===== src/hdl/bole_pkg.sv =====
// Shared types and constants for the bounded ordered list engine.
// No dependencies; used by bole_cell and bounded_ordered_list_engine.
`timescale 1ns / 1ps
`default_nettype none

package bole_pkg;

	localparam int CAPACITY_DEF = 16;
	localparam int OP_W         = 4;
	localparam int DATA_W       = 32;
	localparam int POS_W        = 8;
	localparam int LEN_W        = 7;
	localparam int STAT_W       = 2;

	typedef enum logic [OP_W-1:0] {
		OP_INS_HEAD = 4'd0,
		OP_INS_TAIL = 4'd1,
		OP_INS_AT   = 4'd2,
		OP_DEL_HEAD = 4'd3,
		OP_DEL_TAIL = 4'd4,
		OP_DEL_AT   = 4'd5,
		OP_SEARCH   = 4'd6,
		OP_LENGTH   = 4'd7,
		OP_CLEAR    = 4'd8,
		OP_DUMP     = 4'd9
	} op_e;

	typedef enum logic [STAT_W-1:0] {
		STAT_OK    = 2'd0,
		STAT_FULL  = 2'd1,
		STAT_EMPTY = 2'd2,
		STAT_RANGE = 2'd3
	} status_e;

	typedef enum logic [2:0] {
		CMD_HOLD,
		CMD_INS,
		CMD_DEL,
		CMD_ROT,
		CMD_CMP
	} cell_cmd_e;

	typedef enum logic [1:0] {
		ST_IDLE,
		ST_EXEC,
		ST_DUMP
	} state_e;

	typedef struct packed {
		logic [OP_W-1:0]          op;
		logic signed [DATA_W-1:0] value;
		logic [POS_W-1:0]         position;
	} req_t;

	typedef struct packed {
		logic [STAT_W-1:0]        status;
		logic                     found;
		logic [LEN_W-1:0]         length;
		logic signed [DATA_W-1:0] element;
		logic                     last;
	} rsp_t;

	// broadcast to every cell in the chain
	typedef struct packed {
		cell_cmd_e                cmd;
		logic [POS_W-1:0]         idx;
		logic [POS_W-1:0]         tail_idx;
		logic signed [DATA_W-1:0] value;
		logic [LEN_W-1:0]         count;
	} cell_ctrl_t;

endpackage

`default_nettype wire


===== src/hdl/bole_cell.sv =====
// One list slot: holds an entry, shifts to/from neighbors, compares for search.
// Depends on bole_pkg.
`timescale 1ns / 1ps
`default_nettype none

module bole_cell #(
	parameter int INDEX = 0
) (
	input  wire                                    clk,
	input  wire bole_pkg::cell_ctrl_t              ctrl,
	input  wire logic signed [bole_pkg::DATA_W-1:0] left,
	input  wire logic signed [bole_pkg::DATA_W-1:0] right,
	input  wire logic signed [bole_pkg::DATA_W-1:0] head,
	output logic signed [bole_pkg::DATA_W-1:0]      entry,
	output logic                                   match
);

	localparam logic [bole_pkg::POS_W-1:0] MY_IDX = bole_pkg::POS_W'(INDEX);

	logic signed [bole_pkg::DATA_W-1:0] entry_q;
	logic                               match_q;
	logic [bole_pkg::POS_W-1:0]         count_ext;

	assign count_ext = {1'b0, ctrl.count};

	always_ff @(posedge clk) begin
		case (ctrl.cmd)
			bole_pkg::CMD_INS: begin
				if (MY_IDX > ctrl.idx) begin
					entry_q <= left;
				end else if (MY_IDX == ctrl.idx) begin
					entry_q <= ctrl.value;
				end
			end
			bole_pkg::CMD_DEL: begin
				if (MY_IDX >= ctrl.idx) begin
					entry_q <= right;
				end
			end
			// rotate the occupied part left by one; head wraps to the tail
			bole_pkg::CMD_ROT: begin
				if (MY_IDX < ctrl.tail_idx) begin
					entry_q <= right;
				end else if (MY_IDX == ctrl.tail_idx) begin
					entry_q <= head;
				end
			end
			bole_pkg::CMD_CMP: begin
				match_q <= (entry_q == ctrl.value) && (MY_IDX < count_ext);
			end
			default: begin
			end
		endcase
	end

	assign entry = entry_q;
	assign match = match_q;

endmodule

`default_nettype wire


===== src/hdl/bounded_ordered_list_engine.sv =====
// Bounded ordered list engine: row of bole_cell slots plus the sequencer.
// Request and ST_EXEC are registered first, then result and strobe.
// Requests are taken only while idle; busy covers ST_EXEC and, for a dump, ST_DUMP.
// Dump: busy through ST_DUMP, one element strobed per cycle from the head cell.
// The receiver cannot stall: every result shows for exactly one cycle.
// Reset clears the element count and the sequencer; entries stay undefined until written.
`timescale 1ns / 1ps
`default_nettype none

module bounded_ordered_list_engine #(
	parameter int CAPACITY = bole_pkg::CAPACITY_DEF
) (
	input  wire                  clk,
	input  wire                  arst_n,
	input  wire                  start,
	output logic                 busy,
	input  wire bole_pkg::req_t  request,
	output logic                 strobe,
	output bole_pkg::rsp_t       result
);

	localparam logic [bole_pkg::LEN_W-1:0] CAP_L = bole_pkg::LEN_W'(CAPACITY);

	bole_pkg::state_e                   state_q, state_d;
	bole_pkg::req_t                     req_q;
	bole_pkg::rsp_t                     rsp_q, rsp_d;
	bole_pkg::cell_ctrl_t               ctrl;
	logic [bole_pkg::LEN_W-1:0]         count_q, count_d;
	logic [bole_pkg::LEN_W-1:0]         rem_q, rem_d;
	logic                               strobe_q, strobe_d;
	logic [bole_pkg::POS_W-1:0]         cnt_ext;
	logic signed [bole_pkg::DATA_W-1:0] entry_w [CAPACITY];
	logic [CAPACITY-1:0]                match_w;

	assign cnt_ext = {1'b0, count_q};

	for (genvar i = 0; i < CAPACITY; i++) begin : g_cell
		logic signed [bole_pkg::DATA_W-1:0] left_w, right_w;
		if (i == 0) begin : g_first
			assign left_w = '0;
		end else begin : g_mid_l
			assign left_w = entry_w[i-1];
		end
		// last slot just keeps its entry on a delete shift
		if (i == CAPACITY - 1) begin : g_last
			assign right_w = entry_w[i];
		end else begin : g_mid_r
			assign right_w = entry_w[i+1];
		end
		bole_cell #(.INDEX(i)) u_cell (
			.clk   (clk),
			.ctrl  (ctrl),
			.left  (left_w),
			.right (right_w),
			.head  (entry_w[0]),
			.entry (entry_w[i]),
			.match (match_w[i])
		);
	end

	always_ff @(posedge clk or negedge arst_n) begin
		if (!arst_n) begin
			state_q  <= bole_pkg::ST_IDLE;
			count_q  <= '0;
			strobe_q <= 1'b0;
		end else begin
			state_q  <= state_d;
			count_q  <= count_d;
			strobe_q <= strobe_d;
		end
	end

	always_ff @(posedge clk) begin
		if (start && !busy) begin
			req_q <= request;
		end
		rem_q <= rem_d;
		rsp_q <= rsp_d;
	end

	always_comb begin
		state_d       = state_q;
		count_d       = count_q;
		rem_d         = rem_q;
		strobe_d      = 1'b0;
		rsp_d         = rsp_q;
		busy          = (state_q != bole_pkg::ST_IDLE);
		ctrl.cmd      = bole_pkg::CMD_HOLD;
		ctrl.idx      = '0;
		ctrl.tail_idx = cnt_ext - 1'b1;
		ctrl.value    = req_q.value;
		ctrl.count    = count_q;

		unique case (state_q)
			bole_pkg::ST_IDLE: begin
				if (start) begin
					state_d = bole_pkg::ST_EXEC;
				end
			end
			bole_pkg::ST_EXEC: begin
				state_d       = bole_pkg::ST_IDLE;
				strobe_d      = 1'b1;
				rsp_d.status  = bole_pkg::STAT_OK;
				rsp_d.found   = 1'b0;
				rsp_d.element = '0;
				rsp_d.last    = 1'b1;
				unique case (req_q.op) inside
					bole_pkg::OP_INS_HEAD, bole_pkg::OP_INS_TAIL, bole_pkg::OP_INS_AT: begin
						if (count_q >= CAP_L) begin
							rsp_d.status = bole_pkg::STAT_FULL;
						end else if (req_q.op == bole_pkg::OP_INS_HEAD) begin
							ctrl.cmd = bole_pkg::CMD_INS;
							ctrl.idx = '0;
							count_d  = count_q + 1'b1;
						end else if (req_q.op == bole_pkg::OP_INS_TAIL) begin
							ctrl.cmd = bole_pkg::CMD_INS;
							ctrl.idx = cnt_ext;
							count_d  = count_q + 1'b1;
						end else if (req_q.position != '0 &&
						             req_q.position <= cnt_ext + 1'b1) begin
							ctrl.cmd = bole_pkg::CMD_INS;
							ctrl.idx = req_q.position - 1'b1;
							count_d  = count_q + 1'b1;
						end else begin
							rsp_d.status = bole_pkg::STAT_RANGE;
						end
					end
					bole_pkg::OP_DEL_HEAD, bole_pkg::OP_DEL_TAIL, bole_pkg::OP_DEL_AT: begin
						if (count_q == '0) begin
							rsp_d.status = bole_pkg::STAT_EMPTY;
						end else if (req_q.op == bole_pkg::OP_DEL_HEAD) begin
							ctrl.cmd = bole_pkg::CMD_DEL;
							ctrl.idx = '0;
							count_d  = count_q - 1'b1;
						end else if (req_q.op == bole_pkg::OP_DEL_TAIL) begin
							ctrl.cmd = bole_pkg::CMD_DEL;
							ctrl.idx = cnt_ext - 1'b1;
							count_d  = count_q - 1'b1;
						end else if (req_q.position != '0 && req_q.position <= cnt_ext) begin
							ctrl.cmd = bole_pkg::CMD_DEL;
							ctrl.idx = req_q.position - 1'b1;
							count_d  = count_q - 1'b1;
						end else begin
							rsp_d.status = bole_pkg::STAT_RANGE;
						end
					end
					bole_pkg::OP_SEARCH: begin
						// cells register their match bits; OR taken at the output
						ctrl.cmd    = bole_pkg::CMD_CMP;
						rsp_d.found = 1'b1;
					end
					bole_pkg::OP_LENGTH: begin
					end
					bole_pkg::OP_CLEAR: begin
						count_d = '0;
					end
					bole_pkg::OP_DUMP: begin
						if (count_q == '0) begin
							rsp_d.status = bole_pkg::STAT_EMPTY;
						end else begin
							ctrl.cmd      = bole_pkg::CMD_ROT;
							rsp_d.element = entry_w[0];
							rsp_d.last    = (count_q == 7'd1);
							if (count_q != 7'd1) begin
								state_d = bole_pkg::ST_DUMP;
								rem_d   = count_q - 1'b1;
							end
						end
					end
					default: begin
						rsp_d.status = bole_pkg::STAT_RANGE;
					end
				endcase
				rsp_d.length = count_d;
			end
			bole_pkg::ST_DUMP: begin
				// after count rotations the list is back in order
				strobe_d      = 1'b1;
				ctrl.cmd      = bole_pkg::CMD_ROT;
				rsp_d.status  = bole_pkg::STAT_OK;
				rsp_d.found   = 1'b0;
				rsp_d.length  = count_q;
				rsp_d.element = entry_w[0];
				rsp_d.last    = (rem_q == 7'd1);
				rem_d         = rem_q - 1'b1;
				if (rem_q == 7'd1) begin
					state_d = bole_pkg::ST_IDLE;
				end
			end
			default: begin
				state_d = bole_pkg::ST_IDLE;
			end
		endcase
	end

	assign strobe = strobe_q;

	always_comb begin
		result       = rsp_q;
		result.found = rsp_q.found & (|match_w);
	end

	a_count_bound: assert property (@(posedge clk) disable iff (!arst_n)
		count_q <= CAP_L)
		else $error("element count above capacity");

	a_exec_strobe: assert property (@(posedge clk) disable iff (!arst_n)
		state_q == bole_pkg::ST_EXEC |=> strobe)
		else $error("execute cycle produced no result");

	a_accept_busy: assert property (@(posedge clk) disable iff (!arst_n)
		start && !busy |=> busy)
		else $error("accepted request did not raise busy");

	a_last_idle: assert property (@(posedge clk) disable iff (!arst_n)
		strobe && result.last |-> !busy)
		else $error("busy after final result");

	a_more_busy: assert property (@(posedge clk) disable iff (!arst_n)
		strobe && !result.last |-> busy)
		else $error("idle with dump results still pending");

endmodule

`default_nettype wire


===== config.mk =====
export PLATFORM = sky130hd
export DESIGN_NAME = bounded_ordered_list_engine
export DESIGN_NICKNAME = d
export VERILOG_FILES = /design/src/hdl/bole_pkg.sv /design/src/hdl/bole_cell.sv /design/src/hdl/bounded_ordered_list_engine.sv
export SDC_FILE = /design/constraint.sdc
export NUM_CORES = 2
export LEC_CHECK = 0
export BUFFER_PORTS_ARGS = -buffer_cell sky130_fd_sc_hd__clkbuf_2
export CORE_ASPECT_RATIO = 1.4
export CORE_UTILIZATION = 25
export CTS_CLUSTER_SIZE = 40
export DETAILED_ROUTE_END_ITERATION = 7
export GPL_ROUTABILITY_DRIVEN = 0
export PLACE_DENSITY_LB_ADDON = 0.2
export SYNTH_ARGS = -nofsm -noshare
export SYNTH_HDL_FRONTEND = slang
export SYNTH_SLANG_ARGS = --single-unit

===== constraint.sdc =====
create_clock -name clk -period 8.73 [get_ports clk]
set_input_delay 1.3095 -clock clk [delete_from_list [all_inputs] [get_ports clk]]
set_output_delay 1.3095 -clock clk [all_outputs]
set_load 0.01 [all_outputs]

# Word level (Yosys, flattened, before mapping)
# Cells that the tools add are included.
# totals
wordCells,427
register_bits,632
output_inout_bits,45
input_bits,47
# op_classes
n_addsub,6
n_mux,141
reduce_logical,52
magnitude_cmp,66
n_eq_ne,117
n_bitwise,1
# ops
op,count
$mux 32,78
$pmux 32 s3,15
$eq 32x32->1,16
$eq 4x8->1 const A,16
$ne 3x1->1 const B,30
$pmux 43 s2,1
$mux 7,11
$reduce_and 4->1,17
$mux 33,2
$eq 3x8->1 const A,8
$gt 4x8->1 const A,8
$lt 4x8->1 const A,8
$pmux 32 s2,1
$ge 4x8->1 const A,7
$lt 4x7->1 const A,8
$mux 10,4
$ne 2x1->1 const B,17
$eq 2x8->1 const A,4
$ge 3x8->1 const A,4
$gt 3x8->1 const A,4
$lt 3x8->1 const A,4
$mux 2,15
$lt 3x7->1 const A,4
$mux 11,2
other kinds (53),99

# Depth between registers and ports, before layout
# depth
ltp_word,13
ltp_mapped,20
depth_no_buf,15

# By module
# A second synthesis with hierarchy kept.
# hier_totals
cells_unflattened,4144
hier_area_um2,44561.5
# modules_own_cells
mod,area_each_um2,seq_area_each_um2,n_inst,cells_per_inst
bounded_ordered_list_engine,5704.2,3072.9,1,507
bole_cell (g_cell[13].u_cell),2527.4,991.0,1,199
bole_cell (g_cell[2].u_cell),2521.2,991.0,1,283
bole_cell (g_cell[11].u_cell),2513.7,991.0,1,197
bole_cell (g_cell[14].u_cell),2506.2,991.0,1,275
bole_cell (g_cell[15].u_cell),2491.1,991.0,1,194
bole_cell (g_cell[6].u_cell),2483.6,991.0,1,200
bole_cell (g_cell[5].u_cell),2477.4,991.0,1,199
bole_cell (g_cell[7].u_cell),2468.6,991.0,1,196
bole_cell (g_cell[1].u_cell),2463.6,991.0,1,196
bole_cell (g_cell[10].u_cell),2432.3,991.0,1,275
bole_cell (g_cell[9].u_cell),2419.8,991.0,1,275
bole_cell (g_cell[12].u_cell),2418.6,991.0,1,272
bole_cell (g_cell[4].u_cell),2414.8,991.0,1,277
+3 rows,-,-,-,-

# Worst setup path before layout
# Ideal clock, no wire load.
# synth_timing
kind,register to register
start,reg count_q[1] (netlist bit)
end,reg g_cell[8].u_cell.entry_q (netlist bit g_cell[8].u_cell.entry[0]) (enable)
stages_incl_launch_ff,18
path_buffers,4
period_less_slack_ns,6.398
setup_slack_ns,2.332
setup_ns,0.474
t_arrival_ns,5.924
t_required_ns,8.256
path_cell_list,dfrtp_1 -> buf_2 -> inv_1 -> ha_1 -> clkbuf_1 -> inv_1 -> ha_1 -> nor2b_1 -> o211ai_1 -> a211oi_1 -> nor4b_1 -> a21oi_1 -> and2_1 -> a21o_1 -> buf_4 -> buf_6 -> nor2_1 -> a221oi_1
# synth_between
elab_chain_cells,12
# synth_rtl
item,line_no,source
start: declaration,bounded_ordered_list_engine.sv:28,"logic [bole_pkg::LEN_W-1:0] count_q, count_d;"
start signal: assignment,bounded_ordered_list_engine.sv:68,count_q <= count_d;
$add 7x1->8,bounded_ordered_list_engine.sv:120,req_q.position <= cnt_ext + 1'b1) begin
$le 8x8->1,bounded_ordered_list_engine.sv:120,
$logic_and 1x1->1,bounded_ordered_list_engine.sv:119,end else if (req_q.position != '0 &&
$mux 9,bounded_ordered_list_engine.sv:119,
$mux 9,bounded_ordered_list_engine.sv:115,end else if (req_q.op == bole_pkg::OP_INS_TAIL) begin
$mux 11,bounded_ordered_list_engine.sv:111,end else if (req_q.op == bole_pkg::OP_INS_HEAD) begin
$mux 11,bounded_ordered_list_engine.sv:109,if (count_q >= CAP_L) begin
$pmux 8 s2 or $pmux 3 s4 (tied branches),bounded_ordered_list_engine.sv:107,unique case (req_q.op) inside
$mux 8 or $pmux 3 s2 (tied branches),bounded_ordered_list_engine.sv:94,unique case (state_q)
$gt 4x8->1 (tied with other cells),bole_cell.sv:29,if (MY_IDX > ctrl.idx) begin
$ne 3x1->1 (no line) (tied with other cells),-,
$reduce_and 4->1 (no line) *,-,
end signal: assignment,bole_cell.sv:30,entry_q <= left;
end signal: assignment,bole_cell.sv:32,entry_q <= ctrl.value;
end signal: assignment,bole_cell.sv:37,entry_q <= right;
end: declaration,bole_cell.sv:20,logic signed [bole_pkg::DATA_W-1:0] entry_q;
# Every way passes the cells marked *; elsewhere a longest branch is shown, timed or not.
# A chain may end at the register's enable or synchronous reset.

# Worst setup path after layout
# layout_timing
start,reg count_q[0] (netlist bit)
end,reg g_cell[2].u_cell.entry_q (netlist bit g_cell[2].u_cell.entry[30]) (enable)
# layout_between
elab_chain_cells,12
# layout_rtl
item,line_no
$add 7x1->8,bounded_ordered_list_engine.sv:120
$le 8x8->1,bounded_ordered_list_engine.sv:120
$logic_and 1x1->1,bounded_ordered_list_engine.sv:119
$mux 9,bounded_ordered_list_engine.sv:119
$mux 9,bounded_ordered_list_engine.sv:115
$mux 11,bounded_ordered_list_engine.sv:111
$mux 11,bounded_ordered_list_engine.sv:109
$pmux 8 s2 or $pmux 3 s4 (tied branches),bounded_ordered_list_engine.sv:107
$mux 8 or $pmux 3 s2 (tied branches),bounded_ordered_list_engine.sv:94
$gt 2x8->1 (tied with other cells),bole_cell.sv:29
$ne 3x1->1 (no line) (tied with other cells),-
$reduce_and 4->1 (no line) *,-
end signal: assignment,bole_cell.sv:30
end signal: assignment,bole_cell.sv:32
end signal: assignment,bole_cell.sv:37
end: declaration,bole_cell.sv:20
# Marked as above.

==> impl_metrics.tcl <==
set metrics [dict create \
    max-cap-violations 0 \
    required_ns 9.05 \
    postCtsSetupRepairBufs 0 \
    pre_cts_slack_ns 2.14 \
    die_w_um 344 \
    start_util 0.252 \
    syn_area_um2 41000 \
    drt-wirelength-per-cell_um 33.3 \
    setup_viol 0 \
    clock_latency_ns 0.70 \
    h-tree-depth 3 \
    antenna_found_initial 7 \
    regArea_um2 18900 \
    max_freq_mhz 150 \
    grtUsageTotal 0.241 \
    grt_pass1_vias 34500 \
    top_usage_layer "met2" \
    start_kind "flip-flop" \
    leakage_uw 0.0158 \
    synth_most_common_cell "edfxtp_1" \
    rows 175 \
    synth_top_cell_area_share 0.456 \
    status "complete, no violations" \
    clockBufferDepth 3 \
    grt_pass1_wl_mm 281 \
    area_growth_pct 11.2 \
    globalRouteMet2Util 0.413 \
    cts_hold_buffers 0 \
    multi_input_area_um2 20000 \
    layout.nets 4049 \
    power.density_nw_per_um2 259 \
    syn_inst 4181 \
    arrival_ns 6.98 \
    yosys_most_used_dff "edfxtp_1" \
    drt_pass1_iterations 6 \
    portBuffers 91 \
    finalWorstSetupSlack_ns 2.07 \
    rsz0062_at_grt "no" \
    dieArea_um2 165000 \
    min_period_ns 6.66 \
    die_h_um 481 \
    cp_max_fo 66 \
    yosysWarnings 0 \
    antenna_left 0 \
    via_per_inst 5.73 \
    report.final.slew_viol_count 0 \
    synth.distinct_cells 83 \
    syn_nets 4256 \
    fin_skew_ns 0.0291 \
    drc_errors 0 \
    cts_buffers 73 \
    gr-usage-met1 0.269 \
    syn_area_per_cell_um2 9.80 \
    cts_tree "yes" \
    critPathKind "reg -> reg" \
    vias 35300 \
    maxSlewHeadroom 0.101 \
    end_kind "flip-flop" \
    async_reset_ff_frac 0.0158 \
    drt-initial-drc-count 3703 \
    dp_hpwl_mm 149 \
    seq_area_frac_synth 0.462 \
    use_met3 0.0333 \
    synth_seq_cells 632 \
    final_util 0.280 \
    synth_area_leaders "edfxtp_1 (46%), xor2_1 (8.7%), o221ai_1 (4.8%), a21oi_1 (4.3%), mux2i_1 (3.8%)" \
    layout-drive-gt1-share 0.104 \
    cts-root-buf "clkbuf_16" \
    cts_resized 0 \
    finalWirelength_mm 205 \
    synth_edf_count 622 \
    cts.sinks 632 \
    finalPower_uw 11800 \
    hold_viol 0 \
    worstHoldPathType "in -> async" \
    coreArea_um2 162000 \
    fill_cells 17200 \
    period_share 0.763 \
    grt_max_degree 194 \
    synth_top_cell_by_area "edfxtp_1" \
    synth_top_cells_by_count "edfxtp_1 (622), xor2_1 (409), nor2_1 (403)" \
    grt.overflow.total 0 \
    clk_pin_slew_ns 0.07 \
    setup_tns_ns 0 \
    ioPinCount 92 \
    irDropWorstVdd_mv 0.146 \
    tightestPinTransition_ns 1.34 \
]
[final timing paths]
check | start | endpoint | slack [ns] | cells after the start
min reg2reg | state_q[0]$_DFFE_PN0P_ | state_q[0]$_DFFE_PN0P_ | 0.59 | 2
max | count_q[0]$_DFFE_PN0P_ | g_cell[2].u_cell.entry[30]$_DFFE_PP_ | 2.07 | 16
min in group clk | state_q[0]$_DFFE_PN0P_ | state_q[0]$_DFFE_PN0P_ | 0.59 | 2
max in group asynchronous | arst_n | count_q[2]$_DFFE_PN0P_ | 7.99 | 1
min | arst_n | state_q[0]$_DFFE_PN0P_ | 0.50 | 1
max reg2reg | count_q[0]$_DFFE_PN0P_ | g_cell[2].u_cell.entry[30]$_DFFE_PP_ | 2.07 | 16
[registers in the layout, summed over array words and instances, names as in the netlist, 2 cells and up]
| name | cells |
|---|---|
| req_q | 12 |
| rem_q | 7 |
| count_q | 7 |
| ctrl | 32 |
| g_cell.u_cell.match | 16 |
| state_q | 2 |
| g_cell.u_cell.entry | 512 |
| result | 42 |
[placed cells by master, fill, tap and decap left out, types with 75 or more instances in the layout]
cell type,instances
edfxtp_1,622
xor2_1,409
nor2_1,399
a21oi_1,346
nand3_1,274
nand2_1,227
o221ai_1,225
mux2i_1,157
xnor2_1,123
buf_4,120
nor4_1,118
a22oi_1,98
clkbuf_2,91
clkbuf_16,75
[cell type report]
class	instances	area share
Tap cell	2124	0.0584
Multi-Input combinational cell	3000	0.439
Antenna cell	1	0.0000549
Inverter	52	0.00429
Clock inverter	41	0.00909
Sequential cell	632	0.416
Timing Repair Buffer	215	0.0315
Clock buffer	89	0.0424
[worst max-delay path, cell delays in order (launching register included)]
cell	delay [ns]
dfrtp_1	0.73
inv_1	0.21
ha_1	0.63
inv_1	0.15
ha_1	0.32
nor2b_1	0.13
o211ai_1	0.11
a211oi_1	0.52
nor4b_1	0.12
a21oi_1	0.50
and2_1	0.33
a31o_4	0.77
o31a_2	0.29
buf_4	0.61
nor2_1	0.13
nor3_2	0.18
buf_4	0.48
[through the flow]
| stage | area (µm²) | hold WS [ns] | cells |
|---|---|---|---|
| 2_1_floorplan | 41000 | 0.519 | 4181 |
| 3_3_place_gp | 43200 | 0.554 | 6023 |
| 3_5_place_dp | 43200 | 0.559 | 6023 |
| 4_1_cts | 45500 | 0.472 | 6153 |
| 5_1_grt | 45500 | 0.501 | 6153 |
| 6_report | 45500 | 0.498 | 6154 |
[logic make-up after synthesis]
group                    Yosys count  synth area share
multiplexers                     166            0.0408
buffers and inverters            549            0.0598
XOR/XNOR                         532             0.114
AND/OR/NAND/NOR                 1177             0.134
adder cells (fa/ha/maj)           28           0.00855
flip-flops                       632             0.462
AO/OA/AOI/OAI                   1097             0.181
[power by group]
part | total (µW) | internal [µW] | switching (µW) | leakage (µW)
logic | 4280 | 1250 | 3030 | 0.00883
clock network | 3250 | 1790 | 1460 | 0.00114
registers | 4260 | 3910 | 353 | 0.00581
[routing by layer]
layer	routed length (µm)	share of wire
met5	81	0.00040
met4	18100	0.088
met3	11700	0.057
met2	101000	0.49
met1	74500	0.36
Note: power is estimated with default switching activity, not from simulation.
